<file path="config.mk">
export PLATFORM = sky130hd
export DESIGN_NAME = pgg_sqrt_cell
export DESIGN_NICKNAME = d
export VERILOG_FILES = /design/src/assert_macros.svh /design/src/pgg_pkg.sv /design/src/pgg_sqrt_cell.sv
export SDC_FILE = /design/constraint.sdc
export NUM_CORES = 1
export LEC_CHECK = 0
export ABC_AREA = 1
export BUFFER_PORTS_ARGS = -buffer_cell sky130_fd_sc_hd__buf_2
export CORE_AREA = 3 3 202 204
export DETAILED_ROUTE_END_ITERATION = 8
export DIE_AREA = 0 0 205 207
export GPL_TIMING_DRIVEN = 0
export PLACE_DENSITY = 0.59
export SETUP_SLACK_MARGIN = 0.05
export SLEW_MARGIN = 20
export SYNTH_ARGS = -nofsm -noshare
export SYNTH_HDL_FRONTEND = slang
export SYNTH_SLANG_ARGS = --single-unit
export TNS_END_PERCENT = 100
</file>
<file path="constraint.sdc">
create_clock -name i_clk -period 4.6 [get_ports i_clk]
set_input_delay 1.38 -clock i_clk [delete_from_list [all_inputs] [get_ports i_clk]]
set_output_delay 1.38 -clock i_clk [all_outputs]
set_load 0.03 [all_outputs]
</file>
<file path="src/assert_macros.svh">
// Assertion helpers used by polar_gaussian_generator_unit.
// PGG_ASSERT_NOW: consequent checked in the same cycle as the antecedent.
// PGG_ASSERT_NEXT: consequent checked in the cycle after the antecedent.
`ifndef ASSERT_MACROS_SVH
`define ASSERT_MACROS_SVH

`define PGG_ASSERT_NOW(label, clk, rst_n, ante, cons, msg) \
    label: assert property (@(posedge clk) disable iff (!rst_n) (ante) |-> (cons)) \
        else $error(msg);

`define PGG_ASSERT_NEXT(label, clk, rst_n, ante, cons, msg) \
    label: assert property (@(posedge clk) disable iff (!rst_n) (ante) |=> (cons)) \
        else $error(msg);

`endif

</file>
<file path="src/pgg_pkg.sv">
`timescale 1ns / 1ps
// ----------------------------------------------------------------------------
// pgg_pkg
// Shared constants, cell payload types and helpers of the polar Gaussian unit.
// ----------------------------------------------------------------------------
package pgg_pkg;

    localparam int LOG_STEPS  = 32;   // squarings for the log2 fraction
    localparam int DIV_STEPS  = 29;   // quotient bits of v^2 / s (Q.28 plus integer bit)
    localparam int ROOT_STEPS = 32;   // result bits of the 64-bit integer sqrt
    localparam int Q_FRAC     = 28;

    localparam logic [31:0] TWO_LN2_Q31 = 32'hB17217F8;
    localparam logic [31:0] MAG_MAX     = 32'h7FFFFFFF;

    // Item in the log / divide cell chain
    typedef struct packed {
        logic        valid;
        logic [31:0] m;      // Q1.31 mantissa being squared
        logic [31:0] frac;   // log2 fraction bits collected so far
        logic [5:0]  z;      // leading zero count of s
        logic [61:0] s;
        logic [62:0] r1;     // division remainders
        logic [62:0] r2;
        logic [28:0] q1;     // quotients v1^2/s and v2^2/s
        logic [28:0] q2;
        logic        neg1;
        logic        neg2;
    } t_ld;

    typedef struct packed {
        logic [63:0] x;      // radicand, consumed two bits per cell
        logic [33:0] rem;
        logic [31:0] root;
        logic        neg;
    } t_sq_lane;

    // Item in the sqrt cell chain; lane 0 carries v1, lane 1 carries v2
    typedef struct packed {
        logic             valid;
        t_sq_lane [1:0]   lane;
    } t_sq;

    function automatic logic [5:0] lzc62(input logic [61:0] s);
        logic [5:0] z;
        z = '0;
        for (int i = 0; i < 62; i++) begin
            if (s[i]) begin
                z = 6'(61 - i);
            end
        end
        return z;
    endfunction

endpackage

</file>
<file path="src/pgg_sqrt_cell.sv">
`timescale 1ns / 1ps
// ----------------------------------------------------------------------------
// pgg_sqrt_cell
// One digit-by-digit integer square root step (one result bit) for both lanes.
// ----------------------------------------------------------------------------
module pgg_sqrt_cell (
    input  logic         i_clk,
    input  logic         i_rst_n,
    input  logic         i_en,
    input  pgg_pkg::t_sq i_sq,
    output pgg_pkg::t_sq o_sq
);

    pgg_pkg::t_sq n_sq;
    pgg_pkg::t_sq r_sq;
    logic         r_valid;
    logic [35:0]  w_rem4 [2];
    logic [35:0]  w_trial [2];
    logic [1:0]   w_ge;

    always_comb begin
        n_sq = i_sq;
        for (int l = 0; l < 2; l++) begin
            w_rem4[l]  = {i_sq.lane[l].rem, i_sq.lane[l].x[63:62]};
            w_trial[l] = {2'b00, i_sq.lane[l].root, 2'b01};
            w_ge[l]    = w_rem4[l] >= w_trial[l];
            n_sq.lane[l].x    = {i_sq.lane[l].x[61:0], 2'b00};
            n_sq.lane[l].rem  = w_ge[l] ? 34'(w_rem4[l] - w_trial[l]) : w_rem4[l][33:0];
            n_sq.lane[l].root = {i_sq.lane[l].root[30:0], w_ge[l]};
        end
    end

    always_ff @(posedge i_clk) begin
        if (!i_rst_n) begin
            r_valid <= 1'b0;
        end else if (i_en) begin
            r_valid <= i_sq.valid;
        end
    end

    always_ff @(posedge i_clk) begin
        if (i_en) begin
            r_sq <= n_sq;
        end
    end

    always_comb begin
        o_sq       = r_sq;
        o_sq.valid = r_valid;
    end

endmodule

</file>
==> results.json <==
{
  "clock-root-buffer": "clkbuf_16",
  "first_pass_iters": 5,
  "ios": 529,
  "seq_area_frac_synth_pct": 55.80,
  "clock_latency_ns": 0.57,
  "cts_setup_buffers": 0,
  "dieWidth_microns": 205,
  "synth_xor_xnor_area_share_pct": 2.265,
  "finClkSkew_ns": 0,
  "synth-edff-count": 258,
  "crit_type": "in -> reg",
  "synth_top_area_share_pct": 55.66,
  "synth_area_leaders": "edfxtp_1 56%, nand2_1 15%, inv_1 7.5%",
  "leakage_nw": 9.269,
  "core_sq_um": 39460,
  "worstSetupStartpointType": "primary input",
  "grt_pass1_wl_microns": 70590,
  "die_area_sq_um": 42440,
  "min_period_ns": 3.267,
  "yosys_warnings": 0,
  "syn_avg_cell_area_sq_um": 8.946,
  "timing.slew.headroom_pct": 40.61,
  "placed_cells": 2610,
  "wl_microns": 47610,
  "cts_max_level": 1,
  "layoutNonFillerInstCount": 2674,
  "hold_violations": 0,
  "grt_start_max_net_pins": 96,
  "portBuffers": 524,
  "worst_pin_slew_ns": 0.8816,
  "die_h_microns": 207,
  "ant_nets": 0,
  "synthAdderAreaFrac_pct": 6.112,
  "synth.area.mux_share_pct": 0,
  "ir_worst_vdd_v": 0.0002442,
  "crit_arrival_ns": 3.60,
  "synth_top_family_by_area": "simple AND/OR/NAND/NOR gates",
  "vias_per_cell": 4.510,
  "synth_area_leader_cell": "edfxtp_1",
  "drive_gt1_share_pct": 29.08,
  "outcome": "completed",
  "r2r_setup_slack_ns": 3.89,
  "antenna_found_initial": 14,
  "clk_pin_slew_worst_paths_ns": 0.06,
  "netlist_top_cells_count": "564 x nand2_1, 278 x inv_1, 258 x edfxtp_1, 102 x nor2_1, 77 x nand3_1",
  "grt_usage_pct": 21.63,
  "cp_max_fo": 4,
  "placed_area_sq_um": 17280,
  "vias": 12060,
  "wire_per_inst_microns": 17.80,
  "post-place-ws_ns": 0.7667,
  "synth_compound_area_share_pct": 3.245,
  "cap_violations": 0,
  "grt_overflow": 0,
  "final-setup-viol-count": 0,
  "drtIter0Drc": 634,
  "critPathCaptureType": "flip-flop",
  "netlist_area_sq_um": 13920,
  "holdBufCountCts": 0,
  "slew_violations": 0,
  "ys_types": 30,
  "finalCritPeriodShare_pct": 71.02,
  "rsz0062_at_grt": "false",
  "multi_input_area_sq_um": 4950,
  "ys_ff_latch": 259,
  "p_per_area_nw_per_um2": 378.5,
  "clk_path_buf_depth": 3,
  "fmax_mhz": 306.1,
  "area_delta_synth_final_pct": 30.67,
  "holdWs_ns": 0.6049,
  "cts.sinks": 259,
  "synth_top_flop_cell": "edfxtp_1",
  "cts_resized": 0,
  "synth-simple-area-share_pct": 23.83,
  "final_area_sq_um": 18190,
  "required_ns": 4.93,
  "post-route-util_pct": 46.10,
  "place_congestion": 0.9259,
  "fin_ws_ns": 1.333,
  "fillers": 4018,
  "synthCells": 1556,
  "grt_pass1_vias": 12090,
  "cts_tree": "yes",
  "rows": 73,
  "fin_nets": 2450,
  "numCtsBuffers": 29,
  "post-synth-top-count-cell": "nand2_1",
  "synthArstFlopShare_pct": 0,
  "regArea_sq_um": 7767,
  "drc": 0,
  "min_path_type": "reg -> reg",
  "hpwl_microns": 39450,
  "start_util_pct": 35.28
}
## report_power, final
group | switching [mW] | total (mW) | internal (mW)
Combinational | 1.23 | 1.75 | 0.515
Clock | 0.981 | 2.20 | 1.22
Sequential | 0.0558 | 2.94 | 2.88
## worst max-delay path, stage by stage
cell     delay, ns
buf_2         0.11
inv_1         0.05
ha_1          0.34
nand2_1       0.12
nor2_1        0.26
nand2_1       0.07
o21ai_0       0.71
nand2_1       0.27
nand2_1       0.12
nand2_1       0.05
nand3_1       0.07
nand2_1       0.05
## area by class of cell
cell class | instances | area share (%)
multi-input cells | 1002 | 27.21
diodes | 10 | 0.1376
plain buffers | 17 | 0.8461
repair buffers | 526 | 14.78
clock buffers | 35 | 4.114
well taps | 525 | 3.611
clock inverters | 19 | 0.7704
inverters | 281 | 5.827
flip-flops and latches | 259 | 42.70
## kinds of logic (layout without fill, tap and decap cells)
logic type	count (synthesis)	in the layout
DFF	259	259
buffers and inverters	298	878
AOI/OAI and AO/OA	86	86
other	1	14
and+or+nand+nor	808	808
adders and majority gates	68	68
xor gates and xnor gates	36	36
## path summary, 6_finish.rpt
check / startpoint / to / depth (start not counted)
worst max-delay path: i_sq[10] / o_sq[62]$_DFFE_PP_ / 12
worst min-delay path: r_valid$_SDFFE_PN0P_ / r_valid$_SDFFE_PN0P_ / 2
worst max register to register: r_valid$_SDFFE_PN0P_ / r_valid$_SDFFE_PN0P_ / 2
worst min register to register: r_valid$_SDFFE_PN0P_ / r_valid$_SDFFE_PN0P_ / 2
## per-layer routing
metal / wire length, microns / global-route usage, % / up-vias
met5: 36 / 0 / -
met4: 1392 / 7.212 / 6
met3: 3443 / 4.369 / 84
met2: 22780 / 36.46 / 420
met1: 19960 / 27.78 / 5457
li1: - / - / 6092
## state kept, by name, indices dropped and copies added (netlist names)
signal   count
o_sq       258
r_valid      1
## metrics by stage
step,power [mW],setup TNS (ns)
after floorplan,4.094,0
after global placement,4.742,-397.15
after detailed placement,4.738,0
after CTS,6.971,0
after global routing,7.230,0
final,6.885,0
## placed cells by master, fill, tap and decap left out, types with 5 or more instances in the layout
cell | synthesis | layout
and2_1 | 5 | 5
a21oi_1 | 52 | 52
edfxtp_1 | 258 | 258
inv_1 | 278 | 278
nor2_2 | 13 | 13
buf_6 | 5 | 5
nand2_1 | 564 | 564
xnor2_1 | 6 | 6
nand3_1 | 77 | 77
clkbuf_16 | 0 | 29
clkbuf_1 | 0 | 6
nand4_1 | 12 | 12
xor2_1 | 30 | 30
o21ai_0 | 26 | 26
nand2_2 | 14 | 14
o21bai_1 | 7 | 7
ha_1 | 68 | 68
clkinv_1 | 0 | 6
nor3_1 | 6 | 6
nand3b_1 | 8 | 8
buf_4 | 11 | 11
buf_2 | 0 | 523
diode_2 | 0 | 10
nor2_1 | 102 | 102
clkinv_2 | 0 | 7
No activity file was read; power rests on OpenSTA's default activity.
