===== src/assert_macros.svh =====
// Assertion helpers used by polar_gaussian_generator_unit.
// PGG_ASSERT_NOW: consequent checked in the same cycle as the antecedent.
// PGG_ASSERT_NEXT: consequent checked in the cycle after the antecedent.
`ifndef ASSERT_MACROS_SVH
`define ASSERT_MACROS_SVH

`define PGG_ASSERT_NOW(label, clk, rst_n, ante, cons, msg) \
    label: assert property (@(posedge clk) disable iff (!rst_n) (ante) |-> (cons)) \
        else $error(msg);

`define PGG_ASSERT_NEXT(label, clk, rst_n, ante, cons, msg) \
    label: assert property (@(posedge clk) disable iff (!rst_n) (ante) |=> (cons)) \
        else $error(msg);

`endif


===== src/pgg_pkg.sv =====
`timescale 1ns / 1ps
// ----------------------------------------------------------------------------
// pgg_pkg
// Shared constants, cell payload types and helpers of the polar Gaussian unit.
// ----------------------------------------------------------------------------
package pgg_pkg;

    localparam int LOG_STEPS  = 32;   // squarings for the log2 fraction
    localparam int DIV_STEPS  = 29;   // quotient bits of v^2 / s (Q.28 plus integer bit)
    localparam int ROOT_STEPS = 32;   // result bits of the 64-bit integer sqrt
    localparam int Q_FRAC     = 28;

    localparam logic [31:0] TWO_LN2_Q31 = 32'hB17217F8;
    localparam logic [31:0] MAG_MAX     = 32'h7FFFFFFF;

    // Item in the log / divide cell chain
    typedef struct packed {
        logic        valid;
        logic [31:0] m;      // Q1.31 mantissa being squared
        logic [31:0] frac;   // log2 fraction bits collected so far
        logic [5:0]  z;      // leading zero count of s
        logic [61:0] s;
        logic [62:0] r1;     // division remainders
        logic [62:0] r2;
        logic [28:0] q1;     // quotients v1^2/s and v2^2/s
        logic [28:0] q2;
        logic        neg1;
        logic        neg2;
    } t_ld;

    typedef struct packed {
        logic [63:0] x;      // radicand, consumed two bits per cell
        logic [33:0] rem;
        logic [31:0] root;
        logic        neg;
    } t_sq_lane;

    // Item in the sqrt cell chain; lane 0 carries v1, lane 1 carries v2
    typedef struct packed {
        logic             valid;
        t_sq_lane [1:0]   lane;
    } t_sq;

    function automatic logic [5:0] lzc62(input logic [61:0] s);
        logic [5:0] z;
        z = '0;
        for (int i = 0; i < 62; i++) begin
            if (s[i]) begin
                z = 6'(61 - i);
            end
        end
        return z;
    endfunction

endpackage


===== src/pgg_ld_cell.sv =====
`timescale 1ns / 1ps
// ----------------------------------------------------------------------------
// pgg_ld_cell
// One log2 squaring step; below DIV_STEPS also one restoring divide per lane.
// ----------------------------------------------------------------------------
module pgg_ld_cell #(
    parameter int STEP = 0
) (
    input  logic         i_clk,
    input  logic         i_rst_n,
    input  logic         i_en,
    input  pgg_pkg::t_ld i_ld,
    output pgg_pkg::t_ld o_ld
);

    logic [63:0]  w_mm;
    logic [32:0]  w_m2;
    logic [62:0]  w_s63, w_r1s, w_r2s;
    logic [28:0]  w_q1s, w_q2s;
    logic         w_ge1, w_ge2;
    pgg_pkg::t_ld n_ld;
    pgg_pkg::t_ld r_ld;
    logic         r_valid;

    assign w_mm  = i_ld.m * i_ld.m;
    assign w_m2  = w_mm[63:31];
    assign w_s63 = {1'b0, i_ld.s};

    generate
        if (STEP == 0) begin : g_first
            assign w_r1s = i_ld.r1;
            assign w_r2s = i_ld.r2;
            assign w_q1s = i_ld.q1;
            assign w_q2s = i_ld.q2;
        end else begin : g_shift
            assign w_r1s = {i_ld.r1[61:0], 1'b0};
            assign w_r2s = {i_ld.r2[61:0], 1'b0};
            assign w_q1s = {i_ld.q1[27:0], 1'b0};
            assign w_q2s = {i_ld.q2[27:0], 1'b0};
        end
    endgenerate

    assign w_ge1 = w_r1s >= w_s63;
    assign w_ge2 = w_r2s >= w_s63;

    always_comb begin
        n_ld      = i_ld;
        n_ld.m    = w_m2[32] ? w_m2[32:1] : w_m2[31:0];
        n_ld.frac = {i_ld.frac[30:0], w_m2[32]};
        if (STEP < pgg_pkg::DIV_STEPS) begin
            n_ld.r1 = w_ge1 ? (w_r1s - w_s63) : w_r1s;
            n_ld.r2 = w_ge2 ? (w_r2s - w_s63) : w_r2s;
            n_ld.q1 = {w_q1s[28:1], w_ge1};
            n_ld.q2 = {w_q2s[28:1], w_ge2};
        end
    end

    always_ff @(posedge i_clk) begin
        if (!i_rst_n) begin
            r_valid <= 1'b0;
        end else if (i_en) begin
            r_valid <= i_ld.valid;
        end
    end

    always_ff @(posedge i_clk) begin
        if (i_en) begin
            r_ld <= n_ld;
        end
    end

    always_comb begin
        o_ld       = r_ld;
        o_ld.valid = r_valid;
    end

endmodule


===== config.mk =====
export PLATFORM = sky130hd
export DESIGN_NAME = pgg_ld_cell
export DESIGN_NICKNAME = d
export VERILOG_FILES = /design/src/assert_macros.svh /design/src/pgg_pkg.sv /design/src/pgg_ld_cell.sv
export SDC_FILE = /design/constraint.sdc
export NUM_CORES = 2
export LEC_CHECK = 0
export BUFFER_PORTS_ARGS = -buffer_cell sky130_fd_sc_hd__buf_2
export CAP_MARGIN = 20
export CELL_PAD_IN_SITES_DETAIL_PLACEMENT = 0
export CELL_PAD_IN_SITES_GLOBAL_PLACEMENT = 1
export CORE_ASPECT_RATIO = 0.7
export CORE_MARGIN = 5
export CORE_UTILIZATION = 43
export CTS_CLUSTER_DIAMETER = 30
export DETAILED_ROUTE_END_ITERATION = 10
export GPL_ROUTABILITY_DRIVEN = 0
export GPL_TIMING_DRIVEN = 0
export PLACE_DENSITY_LB_ADDON = 0.1
export SLEW_MARGIN = 10
export SYNTH_ARGS = -nofsm -noshare
export SYNTH_HDL_FRONTEND = slang
export SYNTH_SLANG_ARGS = --single-unit

===== constraint.sdc =====
create_clock -name i_clk -period 9.5 [get_ports i_clk]
set_input_delay 1.9 -clock i_clk [delete_from_list [all_inputs] [get_ports i_clk]]
set_output_delay 1.9 -clock i_clk [all_outputs]
set_load 0.01 [all_outputs]

==> qor.yml <==
synth.ff_latch_count: 319
worst_r2r_startpoint: "r_valid"
ios: 641
grt_pass1_wl_um: 258000
synthToLayoutAreaGrowth_pct: 18.9
post-route-util_pct: 51.5
tightestPinTransition_ns: 1.23
netlist_area_um2: 47900
synth.net_count: 6320
rows: 102
dieHeight_um: 289
ff2ff_path_depth: 2
clock_tree_from_tritoncts: "done"
num-fill-cells: 10400
postSynthAreaPerCell_um2: 10.0
ys_dominant_reg_cell: "sky130_fd_sc_hd__edfxtp_1"
detailed_place_hpwl_um: 151000
insertion_delay_ns: 0.58
antenna_found_initial: 37
pin_count_of_the_biggest_net_entering_global_routing: 104
fraction_of_the_yosys_area_taken_by_sequential_cells_pct: 20.0
post_dp_cell_area_um2: 53000
timing_hold_violations_final: 0
reg2reg_slack_ns: 8.89
path_max_fanout: 6
cts_htree_levels: 2
min_delay_path_class: "reg -> reg"
critPathKind: "in -> reg"
grt_usage_pct: 29.9
cp_data_arrival_time_ns: 9.73
numCtsBuffers: 47
max_freq_ghz: 0.106
first_pass_detailed_route_iteration_total: 6
cts.path.max_buffers: 3
design.core.area_um2: 111000
worst_path_max_delay_cell: "sky130_fd_sc_hd__fa_1"
clock_root_buffer: "sky130_fd_sc_hd__clkbuf_16"
ys_warn_count: 0
route.antenna.remaining_nets: 0
async_reset_ff_share_pct: 0
final.hold.worst_slack_ns: 0.532
crit_required_ns: 9.81
startpoint_type: "primary input"
skew_ns: 0
final_cells: 7027
global_route.overflow_total: 0
design_area_um2: 56900
cp-end-kind: "flip-flop"
totalWireLength_um: 179000
routedWlPerCell_um: 25.5
slew_viol_final: 0
final_min_period_over_clock_period_pct: 99.1
vias_per_cell: 5.32
die_width_um: 409
rr_endpoint: "r_valid"
synth-edff-count: 318
final-setup-viol-count: 0
drc_errors: 0
period_needed_ns: 9.42
dp.cells: 6879
run_status: "finished, final reports clean"
timing.critical_path.mode_cell: "sky130_fd_sc_hd__fa_1"
critical-path-max-stage-delay_ns: 0.61
maxCapViolations: 0
io_buffers: 633
initial_core_util_pct: 43.3
nets: 7058
slew_headroom_pct: 18.0
dieArea_um2: 118000
synth_cell_types: 85
detail_route.iter0.violations: 3632
cts_sinks: 319
min_delay_path_depth: 2
worst_hold_startpoint: "r_valid"
num_vias: 37400
final_layout_size_suffix_gt1_share_pct: 21.0
worst_setup_hold_path_clk_slew_ns: 0.06
via_count_of_the_first_global_routing_pass: 38000
synthCells: 4783
hold_path_end: "r_valid"
## metrics by stage
stage	TNS, ns	setup WS (ns)
6_report	0	0.0808
5_1_grt	-0.0507	-0.0123
4_1_cts	0	0.00150
3_5_place_dp	-99.45	-3.30
3_3_place_gp	-97.60	-3.24
2_1_floorplan	0	0.0246
## cell type report
type | instances | area, um^2 | area share (%)
inverters | 1088 | 4120 | 7.23
plain buffers | 171 | 1770 | 3.11
multi-input cells | 3194 | 34100 | 59.9
repair buffers | 700 | 3940 | 6.92
well taps | 1456 | 1820 | 3.20
clock buffers | 50 | 1190 | 2.09
clock inverters | 36 | 360 | 0.633
diodes | 13 | 32.5 | 0.0572
flip-flops and latches | 319 | 9570 | 16.8
## layout by cell type, fill, tap and decap left out, drive strengths merged, types with 14 or more instances in the layout
cell	n
nor3	19
nor2	166
a31oi	28
a21oi	261
o21a	16
a21o	73
nand2	391
clkinv	24
ha	422
xnor2	112
nor2b	29
and2	234
a31o	16
mux2	87
nand2b	20
o211ai	14
fa	793
inv	1085
a211oi	17
and3	19
xor2	87
nand4	46
o21bai	37
clkbuf	140
buf	780
nand3	40
edfxtp	318
o21ai	123
## what timing repair did
action | in CTS | in global routing
buffers inserted | 19 | 39
gates resized for setup | 321 | 247
pin swaps | 12 | 58
endpoints found under the setup margin | 33 | 33
gates cloned | 1 | 2
hold buffers | 0 | 0
## synthesized netlist by cell type (all sizes together) (87+ instances only)
cell	n	area share, %
nand2	391	3.1
fa	793	33
clkbuf	151	1.2
inv	1087	8.5
o21ai	123	1.3
xnor2	112	2.0
nor2	166	1.3
edfxtp	318	20
a21oi	261	2.7
ha	422	11
and2	234	3.1
mux2	87	2.5
xor2	87	1.6
## worst max-delay path by stage
| stage | start | to | slack (ns) | cells past startpoint |
|---|---|---|---|---|
| 6_report | i_ld[288] | o_ld[293] | 0.08 | 30 |
| 5_1_grt | i_ld[310] | o_ld[293] | -0.01 | 31 |
| 4_1_cts | i_ld[305] | o_ld[306] | 0.001 | 27 |
| 3_5_place_dp | i_ld[301] | o_ld[310] | -3.30 | 27 |
| 3_3_place_gp | i_ld[291] | o_ld[305] | -3.24 | 28 |
| 2_1_floorplan | i_ld[288] | o_ld[299] | 0.02 | 25 |
## flip-flops by register name, summed over array words and instances, names as in the netlist
register and cells:
o_ld 318, r_valid 1
## cells by family after synthesis
group / share of synthesized area, %
AO/OA/AOI/OAI: 8.95
XOR/XNOR: 3.64
adder cells (fa/ha/maj): 44.2
buffers and inverters: 10.2
flip-flops: 20.0
multiplexers: 2.70
AND/OR/NAND/NOR: 10.3
## critical path, delay by kind of cell
family | cells | cell delay, ns
multiplexers | 1 | 0.35
buffers and inverters | 8 | 1.18
XOR/XNOR | 2 | 0.35
AND/OR/NAND/NOR | 4 | 0.61
adder cells (fa/ha/maj) | 9 | 4.27
AO/OA/AOI/OAI | 6 | 1.06
## metal layers
metal | GRT usage, % | up-vias | share of wire [%]
li1 | - | 16700 | -
met1 | 44.9 | 18600 | 45
met2 | 40.9 | 1943 | 40
met3 | 11.8 | 198 | 13
met4 | 4.80 | 12 | 1.8
met5 | 1.16 | - | 0.16
Power is left out: the tool's default activity adds up to more than one toggle a clock period on the data nets, which glitch-free logic cannot reach.
